[src/cmap_pkg.sv]
// shared constants and types for the pixel colormap core
package cmap_pkg;

  localparam int unsigned TABLE_ENTRIES = 256;
  localparam int unsigned IDX_W         = 8;
  localparam int unsigned CH_W          = 8;
  localparam int unsigned RGB_W         = 3 * CH_W;
  localparam int unsigned PIX_W         = 32;
  localparam int unsigned DIFF_W        = PIX_W + 1;
  localparam int unsigned FRAC_W        = 8;
  localparam int unsigned Q_W           = 16;
  localparam int unsigned NUM_W         = DIFF_W + Q_W;
  localparam int unsigned WGT_W         = FRAC_W + 1;
  localparam int unsigned MIX_W         = CH_W + FRAC_W;

  localparam logic [IDX_W-1:0]  TOP_ENTRY  = 8'hFF;
  localparam logic [WGT_W-1:0]  WEIGHT_ONE = 9'd256;

  localparam logic              KIND_LOAD  = 1'b0;

  localparam int unsigned       CFG_IDX_W      = 2;
  localparam logic [CFG_IDX_W-1:0] REG_RANGE_LOW  = 2'd0;
  localparam logic [CFG_IDX_W-1:0] REG_RANGE_HIGH = 2'd1;
  localparam logic [CFG_IDX_W-1:0] REG_NEAREST    = 2'd2;

  localparam logic signed [PIX_W-1:0] RANGE_LOW_RST  = 32'sd0;
  localparam logic signed [PIX_W-1:0] RANGE_HIGH_RST = 32'sd255;

  // sideband that travels with every item down the pipeline
  typedef struct packed {
    logic             vld;
    logic             load;
    logic [IDX_W-1:0] entry_index;
    logic [RGB_W-1:0] entry_rgb;
    logic             flat;
    logic             flat_hi;
    logic             neg;
    logic             ovf;
  } cmap_side_t;

endpackage

[src/cmap_div.sv]
// restoring divider, one quotient bit per pipeline stage
module cmap_div (
  input  logic                              clk,
  input  logic                              rst,
  input  logic                              en,
  input  logic [cmap_pkg::DIFF_W-1:0]       w_abs,
  input  cmap_pkg::cmap_side_t              side_i,
  input  logic [cmap_pkg::DIFF_W-1:0]       rem_i,
  input  logic [cmap_pkg::Q_W-1:0]          low_i,
  output cmap_pkg::cmap_side_t              side_o,
  output logic [cmap_pkg::Q_W-1:0]          quot_o
);

  cmap_pkg::cmap_side_t        st_side [cmap_pkg::Q_W+1];
  logic [cmap_pkg::DIFF_W-1:0] st_rem  [cmap_pkg::Q_W+1];
  logic [cmap_pkg::Q_W-1:0]    st_low  [cmap_pkg::Q_W+1];

  assign st_side[0] = side_i;
  assign st_rem[0]  = rem_i;
  assign st_low[0]  = low_i;

  for (genvar k = 0; k < cmap_pkg::Q_W; k++) begin : g_step
    cmap_pkg::cmap_side_t        side_q;
    logic [cmap_pkg::DIFF_W-1:0] rem_q;
    logic [cmap_pkg::Q_W-1:0]    low_q;
    logic [cmap_pkg::DIFF_W:0]   shifted;
    logic [cmap_pkg::DIFF_W:0]   trial;
    logic                        fits;

    // low word shifts out at the top while quotient bits enter at the bottom
    assign shifted = {st_rem[k], st_low[k][cmap_pkg::Q_W-1]};
    assign trial   = shifted - {1'b0, w_abs};
    assign fits    = ~trial[cmap_pkg::DIFF_W];

    always_ff @(posedge clk) begin
      if (rst) begin
        side_q.vld <= 1'b0;
      end else if (en) begin
        side_q <= st_side[k];
        rem_q  <= fits ? trial[cmap_pkg::DIFF_W-1:0] : shifted[cmap_pkg::DIFF_W-1:0];
        low_q  <= {st_low[k][cmap_pkg::Q_W-2:0], fits};
      end
    end

    assign st_side[k+1] = side_q;
    assign st_rem[k+1]  = rem_q;
    assign st_low[k+1]  = low_q;
  end

  assign side_o = st_side[cmap_pkg::Q_W];
  assign quot_o = st_low[cmap_pkg::Q_W];

endmodule

[config.mk]
export PLATFORM = sky130hd
export DESIGN_NAME = cmap_div
export DESIGN_NICKNAME = d
export VERILOG_FILES = /design/src/cmap_pkg.sv /design/src/cmap_div.sv
export SDC_FILE = /design/constraint.sdc
export NUM_CORES = 2
export LEC_CHECK = 0
export ABC_AREA = 1
export BUFFER_PORTS_ARGS = -buffer_cell sky130_fd_sc_hd__buf_2
export CAP_MARGIN = 40
export CORE_MARGIN = 3
export CORE_UTILIZATION = 55
export CTS_CLUSTER_SIZE = 14
export DETAILED_ROUTE_END_ITERATION = 10
export GPL_TIMING_DRIVEN = 0
export PLACE_DENSITY = 0.7
export SYNTH_ARGS = -nofsm -noshare
export SYNTH_HDL_FRONTEND = slang
export SYNTH_SLANG_ARGS = --single-unit
[constraint.sdc]
create_clock -name clk -period 137.7 [get_ports clk]
set_input_delay 6.885 -clock clk [delete_from_list [all_inputs] [get_ports clk]]
set_output_delay 6.885 -clock clk [all_outputs]
set_load 0.02 [all_outputs]
==> results.yml <==
floorplan:
  dieArea_um2: 173000
  ios: 177
  die_w_um: 416
  die_h_um: 416
  initial_core_util_pct: 55.8
  placementRows: 149
  core_area_um2: 166000
clocking:
  clockBufferDepth: 3
  cts_root_buf: "clkbuf_16"
  clkSlewWorstSetupHoldPaths_ps: 60
  cts_hold_buffers: 0
  cts_setup_buffers: 0
  ctsHtreeMaxLevel: 4
  cts_tree: "done"
  cts_resized: 0
  cts_buffers: 144
  clk_latency_ps: 840
  clock_sinks: 1359
synthesis:
  yosys.area_share.simple_pct: 33.6
  synth.avg_cell_area_um2: 7.81
  synthArstFlopShare_pct: 0
  synthTopCellsByCount: "nand2_1 (4346), inv_1 (2078), edfxtp_1 (1343)"
  synth_fp_nets: 12500
  synth_area_leaders: "edfxtp_1 (44%), nand2_1 (18%), inv_1 (8.4%)"
  synth-compound-area-share_pct: 2.41
  yosys.area.top_type: "edfxtp_1"
  synth_edf_count: 1343
  yosysMostFrequentCell: "nand2_1"
  synth_mux_area_share_pct: 0
  syn_area_um2: 92600
  synth_seq_cells: 1359
  synth_xor_xnor_area_share_pct: 2.13
  ys_warn_count: 0
  synth_cells: 11900
  synth_fa_ha_area_share_pct: 7.44
  synth_cell_type_count: 37
  yosysTopAreaCellShare_pct: 43.5
  synth-seq-area-share_pct: 43.9
  synth_top_family_by_area: "simple AND/OR/NAND/NOR gates"
  synth_flop_cell: "edfxtp_1"
global_route:
  grt_max_degree: 36
  grt_pass1_vias: 72700
  grtUsageMet2_pct: 52.9
  met1_usage_pct: 42.9
  overflow: 0
  grt_pass1_wl_mm: 428
  met3_usage_pct: 5.28
  antenna_found_initial: 11
  grt_use_total_pct: 32.6
  grt_busiest_layer: "met2"
place:
  dp_hpwl_mm: 225
  portBuffers: 174
  routabilityCongestion: 0.999
  place_area_um2: 97900
power:
  swShare_pct: 35.5
  p_leak_uw: 0.0513
  p_switching_uw: 473
  power_frac_comb_pct: 31.2
  p_int_uw: 859
  sequentialPowerShare_pct: 38.8
  ir_drop_v: 0.0000146
  p_clk_share_pct: 30.0
  power_density_nw_per_um2: 13.0
routing:
  vias_per_cell: 5.36
  drt_iter0_drc: 7940
  drt-wirelength-per-cell_um: 19.7
  drt-total-wl_mm: 288
  drc: 0
  vias: 78200
  ant_nets: 0
  dr.pass1.iters: 9
critical_path:
  crit_required_ps: 138210
  cp-startpoint: "en"
  reg2reg_depth: 11
  cp-start-kind: "input pin"
  arrival_ps: 10600
  endpoint_kind: "flop"
  crit_end: "side_o[3]"
  r2r-start: "g_step[8].rem_q[28]"
  crit_type: "in -> reg"
  crit_fanout: 33
  timing.rr.end: "g_step[9].rem_q[20]"
  reg2reg_slack_ps: 134920
sta:
  post-route-period-util_pct: 7.33
  finalHoldViolCount: 0
  tns_ps: 0
  slew_viol_final: 0
  setup_violations: 0
  rsz0062_at_grt: "no"
  max_freq_mhz: 99.1
  worst-slew-pin-transition_ps: 760
  finClkSkew_ps: 68.8
  min_period_ps: 10090
  max_slew_margin_pct: 48.9
layout:
  seqCellArea_um2: 40600
  nNetsFinal: 12900
  fillCellCount: 14700
  final_cell_area_um2: 103000
  syn_to_final_growth_pct: 11.0
  multi_input_comb_area_um2: 42300
  drive_gt1_share_pct: 9.12
hold_path:
  hold_path_class: "reg -> reg"
flow_run:
  drv_cap: 0
outcome:
  status: "finished, final reports clean"
[worst min-delay path by stage]
stage / startpoint / to / depth (start not counted)
2_1_floorplan: g_step[9].low_q[9] / g_step[10].low_q[10] / 0
3_3_place_gp: g_step[1].side_q[22] / g_step[2].side_q[22] / 0
3_5_place_dp: g_step[9].side_q[12] / g_step[10].side_q[12] / 0
4_1_cts: g_step[11].side_q[25] / g_step[12].side_q[25] / 0
5_1_grt: g_step[11].side_q[25] / g_step[12].side_q[25] / 0
6_report: g_step[6].side_q[27] / g_step[7].side_q[27] / 0
[power groups by stage]
stage | Sequential (uW) | Combinational [uW] | Clock, uW
after global placement | 574 | 394 | 0
after floorplan | 551 | 292 | 0
final | 517 | 416 | 400
after detailed placement | 525 | 406 | 0
after CTS | 517 | 409 | 410
after global routing | 518 | 461 | 424
[metal layers]
layer,vias to the layer above,part of all wire (%)
met5,-,0.028
met4,2,5.1
met3,652,7.7
met2,3011,46
met1,35800,41
li1,38700,-
[worst max-delay path, cell delays in order]
cell      delay [ps]
clkbuf_1         250
clkinv_1         270
clkbuf_1         300
nor2_4           620
buf_12           300
buf_12           230
buf_12           230
buf_12           230
buf_12           240
buf_12           230
buf_12           240
buf_12           230
buf_12           240
[layout by cell type (no fill, tap or decap), drive strengths merged]
cell         n
nand2     4495
inv       2105
nand3     1461
edfxtp    1343
nor2       667
ha         527
buf        439
a21oi      347
xor2       210
clkbuf     172
nor3       165
and2       129
nand4       77
clkinv      69
o21bai      31
or2         24
o21ai       19
dfxtp       16
nand3b      15
xnor2       15
fa          15
bufinv      15
a21o        14
clkinvlp     7
diode        1
a31oi        1
nor4         1
[per-stage QoR]
step                power, uW  worst slack [ps]  std cells  utilization, %  hold slack (ps)
floorplan                 843             71550      11900               -              400
global placement          968             54080      14200            57.9              400
detailed placement        931            126820      14300            58.9              405
CTS                      1340            127660      14600            61.9              380
global route             1400            127340      14600            61.9              389
finish                   1330            127610      14600            61.9              385
[flip-flops by register name, summed over array words and instances (netlist names)]
name and cells:
g_step.side_q 570, g_step.rem_q 495, g_step.low_q 240, side_o 38
quot_o 16
[cell families (layout without fill, tap and decap cells)]
group / count (synthesis) / count (layout)
other: 0 / 1
AND/OR/NAND/NOR: 7034 / 7034
XOR/XNOR: 225 / 225
AO/OA/AOI/OAI: 412 / 412
adder cells (fa/ha/maj): 542 / 542
flip-flops: 1359 / 1359
buffers and inverters: 2293 / 2807
[area by class of cell]
| cell class | count | share of cell area [%] |
|---|---|---|
| multi-input cells | 8213 | 41.1 |
| clock inverters | 94 | 1.20 |
| clock buffers | 167 | 3.59 |
| flip-flops and latches | 1359 | 39.5 |
| well taps | 2189 | 2.66 |
| inverters | 2102 | 7.68 |
| plain buffers | 191 | 1.77 |
| repair buffers | 253 | 2.44 |
| diodes | 1 | 0.00243 |
Note: power is estimated with default switching activity, not from simulation.
