==> config.mk <==
export PLATFORM = sky130hd
export DESIGN_NAME = cmap_prescale
export DESIGN_NICKNAME = d
export VERILOG_FILES = /design/src/cmap_pkg.sv /design/src/cmap_prescale.sv
export SDC_FILE = /design/constraint.sdc
export NUM_CORES = 1
export LEC_CHECK = 0
export CAP_MARGIN = 20
export CORE_ASPECT_RATIO = 0.75
export CORE_MARGIN = 3
export CORE_UTILIZATION = 40
export CTS_CLUSTER_DIAMETER = 100
export DETAILED_ROUTE_END_ITERATION = 8
export DONT_BUFFER_PORTS = 1
export PLACE_DENSITY_LB_ADDON = 0.08
export REMOVE_ABC_BUFFERS = 1
export SETUP_SLACK_MARGIN = 0.5
export SLEW_MARGIN = 30
export SYNTH_ARGS = -nofsm -noshare
export SYNTH_HDL_FRONTEND = slang
export SYNTH_SLANG_ARGS = --single-unit
==> constraint.sdc <==
create_clock -name clk -period 14.4 [get_ports clk]
set_clock_uncertainty 0.2 [all_clocks]
set_input_delay 2.16 -clock clk [delete_from_list [all_inputs] [get_ports clk]]
set_output_delay 2.16 -clock clk [all_outputs]
set_load 0.05 [all_outputs]
==> src/cmap_pkg.sv <==
// shared constants and types for the pixel colormap core
package cmap_pkg;

  localparam int unsigned TABLE_ENTRIES = 256;
  localparam int unsigned IDX_W         = 8;
  localparam int unsigned CH_W          = 8;
  localparam int unsigned RGB_W         = 3 * CH_W;
  localparam int unsigned PIX_W         = 32;
  localparam int unsigned DIFF_W        = PIX_W + 1;
  localparam int unsigned FRAC_W        = 8;
  localparam int unsigned Q_W           = 16;
  localparam int unsigned NUM_W         = DIFF_W + Q_W;
  localparam int unsigned WGT_W         = FRAC_W + 1;
  localparam int unsigned MIX_W         = CH_W + FRAC_W;

  localparam logic [IDX_W-1:0]  TOP_ENTRY  = 8'hFF;
  localparam logic [WGT_W-1:0]  WEIGHT_ONE = 9'd256;

  localparam logic              KIND_LOAD  = 1'b0;

  localparam int unsigned       CFG_IDX_W      = 2;
  localparam logic [CFG_IDX_W-1:0] REG_RANGE_LOW  = 2'd0;
  localparam logic [CFG_IDX_W-1:0] REG_RANGE_HIGH = 2'd1;
  localparam logic [CFG_IDX_W-1:0] REG_NEAREST    = 2'd2;

  localparam logic signed [PIX_W-1:0] RANGE_LOW_RST  = 32'sd0;
  localparam logic signed [PIX_W-1:0] RANGE_HIGH_RST = 32'sd255;

  // sideband that travels with every item down the pipeline
  typedef struct packed {
    logic             vld;
    logic             load;
    logic [IDX_W-1:0] entry_index;
    logic [RGB_W-1:0] entry_rgb;
    logic             flat;
    logic             flat_hi;
    logic             neg;
    logic             ovf;
  } cmap_side_t;

endpackage

==> src/cmap_prescale.sv <==
// front stages: offset, magnitude, scale by 65280 and range check
module cmap_prescale (
  input  logic                                  clk,
  input  logic                                  rst,
  input  logic                                  en,
  input  logic                                  accept,
  input  logic                                  kind,
  input  logic [cmap_pkg::IDX_W-1:0]            entry_index,
  input  logic [cmap_pkg::RGB_W-1:0]            entry_rgb,
  input  logic signed [cmap_pkg::PIX_W-1:0]     pixel,
  input  logic signed [cmap_pkg::PIX_W-1:0]     range_low,
  input  logic signed [cmap_pkg::PIX_W-1:0]     range_high,
  input  logic [cmap_pkg::DIFF_W-1:0]           w_abs,
  input  logic                                  w_neg,
  output cmap_pkg::cmap_side_t                  side_o,
  output logic [cmap_pkg::DIFF_W-1:0]           rem_o,
  output logic [cmap_pkg::Q_W-1:0]              low_o
);

  cmap_pkg::cmap_side_t              s0_side, s1_side, s2_side;
  cmap_pkg::cmap_side_t              s0_side_next, s1_side_next, s2_side_next;
  logic [cmap_pkg::DIFF_W-1:0]       s0_diff, s0_diff_next;
  logic [cmap_pkg::DIFF_W-1:0]       d_abs;
  logic [cmap_pkg::NUM_W-1:0]        s1_num, s1_num_next;
  logic                              s1_neg_next;
  logic                              s2_ovf_next;
  logic [cmap_pkg::DIFF_W-1:0]       s2_rem;
  logic [cmap_pkg::Q_W-1:0]          s2_low;

  always_comb begin
    s0_side_next             = '0;
    s0_side_next.vld         = accept;
    s0_side_next.load        = (kind == cmap_pkg::KIND_LOAD);
    s0_side_next.entry_index = entry_index;
    s0_side_next.entry_rgb   = entry_rgb;
    s0_side_next.flat        = (range_low == range_high);
    s0_side_next.flat_hi     = (pixel > range_high);
    s0_diff_next = {pixel[cmap_pkg::PIX_W-1], pixel}
                 - {range_low[cmap_pkg::PIX_W-1], range_low};
  end

  // |d| * 65280 as |d| * 2^16 - |d| * 2^8
  always_comb begin
    d_abs = s0_diff[cmap_pkg::DIFF_W-1] ? (~s0_diff + 1'b1) : s0_diff;
    s1_num_next = {d_abs, {cmap_pkg::Q_W{1'b0}}}
                - {{cmap_pkg::FRAC_W{1'b0}}, d_abs, {cmap_pkg::FRAC_W{1'b0}}};
    s1_neg_next = s0_diff[cmap_pkg::DIFF_W-1] ^ w_neg;
    s1_side_next     = s0_side;
    s1_side_next.neg = s1_neg_next;
  end

  // quotient of 2^16 or more saturates the table position
  always_comb begin
    s2_ovf_next      = (s1_num >= {w_abs, {cmap_pkg::Q_W{1'b0}}});
    s2_side_next     = s1_side;
    s2_side_next.ovf = s2_ovf_next;
  end

  always_ff @(posedge clk) begin
    if (rst) begin
      s0_side.vld <= 1'b0;
      s1_side.vld <= 1'b0;
      s2_side.vld <= 1'b0;
    end else if (en) begin
      s0_side      <= s0_side_next;
      s0_diff      <= s0_diff_next;
      s1_side      <= s1_side_next;
      s1_num       <= s1_num_next;
      s2_side      <= s2_side_next;
      s2_rem       <= s1_num[cmap_pkg::NUM_W-1:cmap_pkg::Q_W];
      s2_low       <= s1_num[cmap_pkg::Q_W-1:0];
    end
  end

  assign side_o = s2_side;
  assign rem_o  = s2_rem;
  assign low_o  = s2_low;

endmodule

==> results of run 1 <==
==> Yosys cell counts (9+ instances only) <==
library cell	count	area (µm²)
nor2_1	47	176.4
inv_1	146	548.0
a21o_1	40	300.3
xnor2_1	63	551.8
nor2b_1	17	106.4
o21ai_0	47	235.2
edfxtp_1	223	6696
nor3_1	26	130.1
o31ai_1	18	135.1
or3_1	12	75.07
ha_1	122	1526
nand2_1	36	135.1
nor4_1	14	87.58
nand4_1	20	125.1
o21a_1	15	112.6
or4_1	9	67.56
nand3_1	20	100.1
a21oi_1	65	325.3
xor2_1	75	656.9
nand2b_1	19	118.9
==> kinds of logic (layout without fill, tap and decap cells) <==
family / Yosys count / in the layout / share of synthesized area
compound gates: 254 / 254 / 0.1306
xor+xnor: 141 / 141 / 0.09457
fa+ha+maj: 124 / 124 / 0.1165
buf+inv: 171 / 194 / 0.05126
flops: 226 / 226 / 0.5051
mux: 5 / 5 / 0.003835
other cells: 1 / 8 / 0.0002804
simple gates: 243 / 243 / 0.09785
==> registers in the layout, indices dropped and copies added (netlist names) <==
signal	cells
s0_side	36
side_o	38
s1_num	41
rem_o	33
low_o	8
s0_diff	33
s1_side	37
==> per-layer routing <==
| layer | GRT usage | share of wire | wire length, µm | vias up |
|---|---|---|---|---|
| li1 | - | - | - | 4279 |
| met1 | 0.2579 | 0.52 | 15840 | 3828 |
| met2 | 0.2284 | 0.40 | 12020 | 265 |
| met3 | 0.04457 | 0.069 | 2095 | 30 |
| met4 | 0.02963 | 0.015 | 456 | 0 |
| met5 | 0 | 0 | 0 | - |
==> cell type report <==
type / instances / area [µm²] / area share
Inverter: 147 / 551.8 / 0.03760
Tap cell: 442 / 553.0 / 0.03768
Sequential cell: 226 / 6756 / 0.4604
Multi-Input combinational cell: 775 / 5967 / 0.4066
Clock buffer: 28 / 615.6 / 0.04194
Timing Repair Buffer: 3 / 35.03 / 0.002387
Clock inverter: 16 / 197.7 / 0.01347
==> path summary, 6_finish.rpt <==
| kind | startpoint | slack [ns] | to | cells past startpoint |
|---|---|---|---|---|
| max | s0_diff[0]$_DFFE_PP_ | 9.15 | s1_num[44]$_DFFE_PP_ | 15 |
| min | s0_side[25]$_DFFE_PP_ | 0.21 | s1_side[25]$_DFFE_PP_ | 0 |
| max reg2reg | s0_diff[0]$_DFFE_PP_ | 9.15 | s1_num[44]$_DFFE_PP_ | 15 |
| min reg2reg | s0_side[25]$_DFFE_PP_ | 0.21 | s1_side[25]$_DFFE_PP_ | 0 |
==> where the power goes <==
part / internal, mW / switching, mW / leakage, nW
Clock: 0.380 / 0.250 / 0.387
Combinational: 0.200 / 0.296 / 3.37
Sequential: 0.810 / 0.0678 / 2.12
==> per-stage QoR <==
step	hold slack, ns	cell area, µm²	std cells	utilization	power (mW)
after floorplan	0.2003	13270	1148	-	1.269
after global placement	0.2005	13860	1593	0.4244	1.385
after detailed placement	0.2045	13860	1593	0.4244	1.388
after CTS	0.1991	14680	1637	0.4493	2.028
after global routing	0.2163	14680	1637	0.4493	2.121
final	0.2110	14680	1637	0.4493	2.005
==> metrics.md, run 1 <==
| Metric | Value |
|---|---|
| Die Footprint | between 0.03 and 0.04 mm² |
| Slowest CP cell | or4_1 |
| Die height | 164.4 µm |
| Area Overhead vs Synth | 9.729% |
| Max clock buf depth | 3 |
| Peak VDD IR | 89.48 µV |
| Final antenna-violating net count | 0 |
| # H-tree levels | 1 |
| Number of max-cap violations | 0 |
| Routed len/inst | about 19 µm |
| Initial Utilization | 0.4095 |
| CP Buf/Inv Count | 0 |
| DP Wirelength | between 20000 and 25000 µm |
| GR Overflow Total | 0 |
| Fillers | 3115 |
| CTS root buf | clkbuf_16 |
| Crit path capture type | flop |
| Post-CTS Setup Inserts | 0 |
| Nets | approximately 1500 |
| DRT Pass-1 Iters | 5 |
| Top FF cell, synth | edfxtp_1 |
| CP Data Arrival Time | roughly 5.3 ns |
| Hold-fix buffers at CTS | 0 |
| Setup TNS | 0 ns |
| Cell row count | 57 |
| CP startpoint kind | flop |
| Slew @ Worst Pin | about 0.85 ns |
| RSZ-0062 raised after global routing | no |
| Place WS | 8.918 ns |
| Fin crit share | 0.3645 |
| Rel. slew slack | 0.4346 |
| # diodes | 0 |
| Pwr/cell area | roughly 140 mW/mm² |
| TritonCTS clock tree | yes |
| Worst EP required | between 10 and 15 ns |
| Commonest cells after routing, fill and taps aside | edfxtp_1 (223), inv_1 (146), ha_1 (122) |
| Via count | approximately 8400 |
| I/O pins | between 200 and 300 |
| Clock sinks | 226 |
| Starting DRT DRC Count | 621 |
| Yosys cell types | 80 |
| Worst-path clk slew | about 0.06 ns |
| Post-synthesis cell area | ~0.013 mm² |
| Ys async rst share | 0 |
| Die X | ~220 µm |
| Antenna violations before repair | 0 |
| Status | complete, no violations |
| Worst skew pair latency | around 0.53 ns |
| Syn_area_per_cell | around 11 µm² |
| Count of final max-slew check failures | 0 |
| CP Max Fanout | 11 |
| Cts bufs inserted | 24 |
| Final hold viol count | 0 |
| Setup violators final | 0 |
| Crit path time final | 5.249 ns |
| Fraction of layout cells with a size suffix above 1 | 0.05607 |
| Global-route wire length before repair | between 40000 and 50000 µm |
| Max incr delay on CP | 0.76 ns |
| Buffers on Ports | 0 |
| Number of synthesized flops with an enable pin | roughly 220 |
| Register area share after synthesis | 0.5051 |
| HP Class | flop to flop |
| Detailed-route vias per instance | a little over 5 |
| Critical path, cell by cell | or4_1, or3_1, or3_1, o21ai_0, xor2_1, ha_1, a21oi_1, nor2b_1, o21ai_0, nand2_1, a21oi_1, o41ai_1, a31o_1, nor3b_2, xnor2_1 |
| Placer Congestion | 0.9049 |
| DRC | 0 |
| Vias in the first global route | slightly above 8000 |
| WL final | 30410 µm |
| Cell count after synthesis | 1165 |
| Worst Setup Path Type | flop to flop |
| Yosys Warn Count | 0 |
| Delay-heaviest family, CP | simple AND/OR/NAND/NOR gates |
| Most common library cell in the layout ignoring fill and taps | edfxtp_1 |
| Max Fclk | 0.1905 GHz |
| Core Footprint | roughly 0.033 mm² |
| Largest net degree at the start of global routing | 157 |
| Setup WS post-layout | a little over 9 ns |
| Seq cells post-synth | 226 |
| PostCTS Resize Cnt | 0 |
| P_leak | ~6 nW |
| GRT Util Overall | 0.1650 |
Note: power is estimated with default switching activity, not from simulation.
==> run 2, diff against run 1 <==
==> constraint.sdc (replaced) <==
create_clock -name clk -period 4.7 [get_ports clk]
set_clock_uncertainty 0.2 [all_clocks]
set_input_delay 0.705 -clock clk [delete_from_list [all_inputs] [get_ports clk]]
set_output_delay 0.705 -clock clk [all_outputs]
set_load 0.05 [all_outputs]
==> run 2 against run 1 <==
Non-clock buffer count is 109 higher. Critical path depth is 2 higher. Via count is 6.2% higher. Combinational power grew to 4.2 times the previous value. Flip-flop and latch count stayed put. Die area stayed put. Global-route usage is 0.47 points higher. Utilization is 4.3 points higher. Routed wire length is 4.7% higher. Largest power group unchanged. Largest cell class unchanged. Clock power grew to 3.1 times the previous value. Register-to-register slack worse by 8.9 ns. Highest routed layer unchanged. Worst setup slack worse by 8.9 ns.
==> metrics.md, run 2 (synthesis gave the netlist of run 1 again) <==
| Metric | Value |
|---|---|
| Status | complete, no violations |
| P_leak | 6.526 nW (+11%) |
| TritonCTS clock tree | yes |
| Fraction of layout cells with a size suffix above 1 | 0.1902 (+0.1341) |
| Critical path, cell by cell | inv_1, ha_2, or3b_4, or4_4, o21ai_4, xor2_2, ha_1, a21o_1, a21oi_2, o21ai_1, a31oi_1, maj3_2, o21ai_4, a221o_4, a211oi_4, o311ai_2, xor2_1 |
| Max clock buf depth | 3 (unchanged) |
| DRC | 0 (unchanged) |
| Max Fclk | 0.2246 GHz (+18%) |
| Hold-fix buffers at CTS | 0 (unchanged) |
| HP Class | input port to flop |
| # H-tree levels | 1 (unchanged) |
| RSZ-0062 raised after global routing | yes |
| Count of final max-slew check failures | 0 (unchanged) |
| Cell row count | 57 (unchanged) |
| WL final | 31830 µm (+4.7%) |
| Global-route wire length before repair | 48050 µm (+3.5%) |
| Starting DRT DRC Count | 695 (+12%) |
| Most common library cell in the layout ignoring fill and taps | edfxtp_1 |
| Nets | 1576 (+7.4%) |
| Vias in the first global route | 8599 (+6.4%) |
| Slew @ Worst Pin | 0.9024 ns (+0.05423 ns) |
| CP startpoint kind | flop |
| Worst skew pair latency | 0.52 ns (about the same) |
| Number of max-cap violations | 0 (unchanged) |
| Most frequent CP cell | o21ai_4 |
| Final std cells w/o fill | 1746 (+6.7%) |
| Placed cell count | 1656 (+4.0%) |
| Area Overhead vs Synth | 20.24% |
| Die X | 217.2 µm (unchanged) |
| Worst-path clk slew | 0.06 ns (about the same) |
| Tot Pwr | 6.697 mW (+230%) |
| Worst EP required | 4.76 ns (-9.70 ns) |
| Buffers on Ports | 0 (unchanged) |
| Via count | 8920 (+6.2%) |
| Placer Congestion | 0.9049 (unchanged) |
| Delay-heaviest family, CP | compound AO/OA/AOI/OAI gates |
| Setup violators final | 0 (unchanged) |
| CP Data Arrival Time | 4.52 ns (-0.79 ns) |
| Die height | 164.4 µm (unchanged) |
| CP Max Fanout | 5 (-6) |
| Final hold viol count | 0 (unchanged) |
| Detailed-route vias per instance | 5.109 (-0.46%) |
| Area of the multi-input gates | 0.006510 mm² (+9.1%) |
| GR Overflow Total | 0 (unchanged) |
| Rel. slew slack | 0.3828 (-0.05171) |
| Slowest CP cell | or4_4 |
| Final antenna-violating net count | 0 (unchanged) |
| Fillers | 2975 (-4.5%) |
| Clock sinks | 226 (unchanged) |
| Most flop-heavy register | s1_num |
| GRT Util Overall | 0.1697 (+0.004715) |
| Crit path time final | 4.452 ns (-0.7964 ns) |
| Commonest cells after routing, fill and taps aside | edfxtp_1 (223), inv_1 (143), ha_1 (116) |
| CP Buf/Inv Count | 1 (+1) |
| Cts bufs inserted | 24 (unchanged) |
| Largest net degree at the start of global routing | 90 (-43%) |
| Crit path capture type | flop |
| Core Footprint | 0.03266 mm² (unchanged) |
| CTS root buf | clkbuf_16 |
| Pwr/cell area | 416.4 mW/mm² (+200%) |
| DP Wirelength | 24740 µm (+2.2%) |
| I/O pins | 254 (unchanged) |
| Fin crit share | 0.9473 (+0.5828) |
| Setup TNS | 0 ns (unchanged) |
| Max incr delay on CP | 0.52 ns (-0.24 ns) |
| Largest register FFs | 41 (unchanged) |
| DRT Pass-1 Iters | 5 (unchanged) |
| Worst Setup Path Type | flop to flop |
| Seq. cell area | 0.006756 mm² (unchanged) |
| # diodes | 0 (unchanged) |
| Initial Utilization | 0.4095 (unchanged) |
| Die Footprint | 0.03569 mm² (unchanged) |
| Antenna violations before repair | 0 (unchanged) |
| Routed len/inst | 18.23 µm (-1.9%) |
| Peak VDD IR | 280.4 µV (+210%) |
[run 2: repair_timing]
| item | in CTS | in global routing |
|---|---|---|
| gates resized for setup | 41 | 64 |
| setup endpoints to repair | 18 | 22 |
| setup buffers | 26 | 20 |
| pin swaps | 29 | 38 |
[run 2: power by group]
part	internal, mW	leakage [nW]	switching, mW
sequential	2.48	2.12	0.199
clock	1.16	0.395	0.769
combinational	0.960	4.01	1.12
[run 2: final cells by class]
cell class	instances	share of cell area
repair buffers	112	0.05547
inverters	147	0.03431
flip-flops and latches	226	0.4201
clock inverters	18	0.01315
clock buffers	26	0.03781
well taps	442	0.03439
multi-input cells	775	0.4048
[run 2: per-layer routing]
layer / GRT usage / vias to the layer above / wire length [µm]
li1: - / 4485 / -
met1: 0.2602 / 4120 / 16120
met2: 0.2429 / 284 / 13140
met3: 0.04106 / 31 / 2070
met4: 0.03437 / 0 / 507
met5: 0 / - / 0
[run 2: through the flow]
step | setup slack, ns | area [µm²] | util | hold WS [ns]
6_report | 0.2476 | 16080 | 0.4924 | 0.04351
5_1_grt | 0.05327 | 16080 | 0.4924 | 0.009668
4_1_cts | 0.2847 | 15560 | 0.4765 | 0.01239
3_5_place_dp | 0.01083 | 14350 | 0.4393 | 0.2045
3_3_place_gp | 0.08861 | 14350 | 0.4393 | 0.2006
2_1_floorplan | -6.911 | 13270 | - | 0.2003
[run 2: worst paths after layout]
kind	slack, ns	cells after the start	from	endpoint
worst max-delay path	0.25	17	s0_diff[0]$_DFFE_PP_	s1_num[40]$_DFFE_PP_
worst min-delay path	0.04	1	rst	side_o[37]$_SDFFE_PP0P_
worst max register to register	0.25	17	s0_diff[0]$_DFFE_PP_	s1_num[40]$_DFFE_PP_
worst min register to register	0.21	0	s1_side[29]$_DFFE_PP_	side_o[29]$_DFFE_PP_
==> run 3, diff against run 2 <==
--- a/config.mk
+++ b/config.mk
@@ -5,6 +5,7 @@
 export SDC_FILE = /design/constraint.sdc
 export NUM_CORES = 1
 export LEC_CHECK = 0
+export ABC_AREA = 1
 export CAP_MARGIN = 20
 export CORE_ASPECT_RATIO = 0.75
 export CORE_MARGIN = 3
==> run 3 against run 2 <==
Critical endpoint is now s1_num[43]$_DFFE_PP_. Power fell by 8.9%. Sequential power fell by 1%. Die area rose by 8.4%. Largest cell class unchanged. Worst hold slack got worse by 0.0038 ns. Clock-buffer cell count rose by 4. Final cell count rose by 22%. Fmax rose by 14%. Critical path type unchanged. Non-clock buffer count fell by 102. Synthesized cell count rose by 39%.
==> metrics.md, run 3 <==
| Metric | Value |
|---|---|
| Initial Utilization | 0.4119 (+0.002437) |
| Clock sinks | 226 (unchanged) |
| Status | complete, no violations |
| # H-tree levels | 1 (unchanged) |
| Antenna violations before repair | 0 (unchanged) |
| CP Data Arrival Time | 4.01 ns (-0.51 ns) |
| Yosys Warn Count | 0 (unchanged) |
| TritonCTS clock tree | yes |
| WL final | 37390 µm (+17%) |
| Peak VDD IR | 335.1 µV (+20%) |
| Hold-fix buffers at CTS | 0 (unchanged) |
| CP Max Fanout | 5 (unchanged) |
| Die X | 226.1 µm (+4.1%) |
| Routed len/inst | 17.60 µm (-3.4%) |
| RSZ-0062 raised after global routing | yes |
| Number of max-cap violations | 0 (unchanged) |
| Register area share after synthesis | 0.4648 (-0.04031) |
| Most flop-heavy register | s1_num |
| Detailed-route vias per instance | 5.063 (-0.90%) |
| Cts bufs inserted | 25 (+4.2%) |
| I/O pins | 254 (unchanged) |
| Critical path startpoint | s0_diff[0]$_DFFE_PP_ |
| Max clock buf depth | 3 (unchanged) |
| Place WS | 0.7997 ns (+0.7889 ns) |
| Placer Congestion | 0.9488 (+4.9%) |
| Synth area leaders | edfxtp_1 (46%), ha_1 (11%), nand2_1 (8.8%), inv_1 (7.3%), xor2_1 (4.0%) |
| Die Footprint | 0.03868 mm² (+8.4%) |
| Slew @ Worst Pin | 0.8816 ns (-0.02080 ns) |
| Worst hold margin | 0.03969 ns (-0.003828 ns) |
| Max Fclk | 0.2555 GHz (+14%) |
| Count of final max-slew check failures | 0 (unchanged) |
| Number of synthesized flops with an enable pin | 223 (unchanged) |
| Hold Path Depth | 1 (unchanged) |
| Synth area leader | edfxtp_1 |
| # diodes | 0 (unchanged) |
| Cell count after synthesis | 1619 (+39%) |
| Syn_area_per_cell | 8.978 µm² (-22%) |
| Placed cell count | 2078 (+25%) |
| Starting DRT DRC Count | 855 (+23%) |
| Tot Pwr | 6.102 mW (-8.9%) |
| Reported net switching power | 2.066 mW (-1.2%) |
| Worst EP required | 4.80 ns (+0.04 ns) |
| Setup WS post-layout | 0.7856 ns (+0.5380 ns) |
| Setup TNS | 0 ns (unchanged) |
| Seq cells post-synth | 226 (unchanged) |
| Final antenna-violating net count | 0 (unchanged) |
| Top cells by count, synth | nand2_1 (342), inv_1 (281), edfxtp_1 (223), ha_1 (122), nor2_1 (117) |
| Fraction of layout cells with a size suffix above 1 | 0.08878 (-0.1014) |
| Worst skew pair latency | 0.54 ns (+0.02 ns) |
| DRT Pass-1 Iters | 5 (unchanged) |
| Vias in the first global route | 10202 (+19%) |
| Worst-path clk slew | 0.07 ns (about the same) |
| Worst Setup Path Type | flop to flop |
| Final hold viol count | 0 (unchanged) |
| Area Overhead vs Synth | 9.512% |
| Post-DP Area | 0.01513 mm² (+5.5%) |
| Yosys cell types | 52 (-35%) |
| Most used standard cell by instance count after synthesis | nand2_1 |
| CP startpoint kind | flop |
| P_leak | 7.195 nW (+10%) |
| R2R depth | 18 (+1) |
| GR Overflow Total | 0 (unchanged) |
| Sw Ratio | 0.3386 (+0.02625) |
| Rel. slew slack | 0.4109 (+0.02803) |
| Core Footprint | 0.03529 mm² (+8.0%) |
| Final std cells w/o fill | 2124 (+22%) |
| Buffers on Ports | 0 (unchanged) |
| Ys async rst share | 0 (unchanged) |
| FF-to-FF setup slack | 0.79 ns (+0.54 ns) |
| Cell row count | 59 (+3.5%) |
| Setup violators final | 0 (unchanged) |
| Fin crit share | 0.8328 (-0.1145) |
| Combinational share of power | 0.263 (-0.048) |
| Clk network pwr share | 0.305 (+0.016) |
| Via count | 10754 (+21%) |
| Global-route wire length before repair | 57770 µm (+20%) |
| Post-route cell area | 0.01592 mm² (-1.0%) |
| GRT Util Overall | 0.1913 (+0.02161) |
| Synth top area share | 0.4607 (-0.03995) |
| Min-delay src | rst |
| Critical path endpoint | s1_num[43]$_DFFE_PP_ |
| CTS root buf | clkbuf_16 |
| Flop pwr share | 0.432 (+0.032) |
| Internal | 4.036 mW (-12%) |
| Largest net degree at the start of global routing | 77 (-14%) |
| Die height | 171.1 µm (+4.1%) |
| Largest register FFs | 41 (unchanged) |
| Commonest cells after routing, fill and taps aside | nand2_1 (342), inv_1 (281), edfxtp_1 (223) |
| DRC | 0 (unchanged) |
| Reg2reg start | s0_diff[0]$_DFFE_PP_ |
| Nets | 1940 (+23%) |
| Pwr/cell area | 383.3 mW/mm² (-7.9%) |
| Reg-to-Reg End | s1_num[43]$_DFFE_PP_ |
| Post-synthesis cell area | 0.01454 mm² (+8.7%) |
| DP Wirelength | 30630 µm (+24%) |
| Crit path time final | 3.914 ns (-0.5380 ns) |
| Fillers | 3488 (+17%) |
| Most common library cell in the layout ignoring fill and taps | nand2_1 |
| Crit path capture type | flop |
| Top FF cell, synth | edfxtp_1 |
| Fin util | 0.4511 (-0.04127) |
| HP Class | input port to flop |
| PostCTS Resize Cnt | 0 (-100%) |
run 3: changes by cell type after synthesis, moves of 17 or more:
cell / delta
nand2_1: +306
inv_1: +135
nor2_1: +70
nand3_1: +53
xnor2_1: -40
a21o_1: -37
nand2_2: +37
a21oi_1: +30
nand2b_1: -19
nor2_2: +18
o31ai_1: -18
nor2b_1: -17
run 3: repair_timing:
action / 4_1_cts / 5_1_grt
endpoints found under the setup margin: 0 / 5
hold endpoints to repair: 0 / 0
setup buffers: 0 / 2
run 3: per-layer routing:
layer | up-vias | GRT usage | part of all wire
met5 | - | 0 | 0
met4 | 0 | 0.02936 | 0.012
met3 | 32 | 0.04597 | 0.066
met2 | 285 | 0.2770 | 0.41
met1 | 4988 | 0.2943 | 0.51
li1 | 5449 | - | -
run 3: cell type report:
type	instances	area, µm²	area share
inverters	293	1100	0.06909
clock inverters	14	116.4	0.007310
clock buffers	30	654.4	0.04111
flip-flops and latches	226	6756	0.4245
repair buffers	10	112.6	0.007074
well taps	457	571.8	0.03592
multi-input cells	1094	6606	0.4150
run 3: worst min path at each step:
stage / slack (ns) / endpoint
after detailed placement: 0.20 / side_o[10]$_DFFE_PP_
after CTS: 0.01 / side_o[37]$_SDFFE_PP0P_
after floorplan: 0.20 / s1_side[10]$_DFFE_PP_
after global routing: 0.007 / side_o[37]$_SDFFE_PP0P_
after global placement: 0.20 / s1_side[28]$_DFFE_PP_
final: 0.04 / side_o[37]$_SDFFE_PP0P_
run 3: cells by family (layout without fill, tap and decap cells):
logic type,count (synthesis),in the layout,share of synthesized area
AND/OR/NAND/NOR,687,687,0.2169
other,1,8,0.0002580
flip-flops,226,226,0.4648
buffers and inverters,306,347,0.08298
XOR/XNOR,92,92,0.05647
AO/OA/AOI/OAI,184,184,0.07214
adder cells (fa/ha/maj),123,123,0.1064
run 3: critical path, cell delays in order (launching register included):
cell      delay [ns]
edfxtp_1        0.43
inv_1           0.17
ha_1            0.26
nand3_1         0.19
nor2_1          0.30
nand3_1         0.20
nand2_1         0.11
nand2_1         0.06
xor2_1          0.32
inv_1           0.14
ha_1            0.38
a21oi_1         0.17
inv_1           0.07
a21oi_1         0.18
nor2_1          0.06
nor2_1          0.21
nand3_1         0.11
nand2_1         0.07
nand2_1         0.05
run 3: power groups by stage:
stage | sequential, mW | clock (mW) | combinational, mW
2_1_floorplan | 2.67 | 0 | 1.17
3_3_place_gp | 2.68 | 0 | 1.58
3_5_place_dp | 2.68 | 0 | 1.59
4_1_cts | 2.64 | 1.93 | 1.60
5_1_grt | 2.65 | 2.01 | 1.82
6_report | 2.64 | 1.86 | 1.60
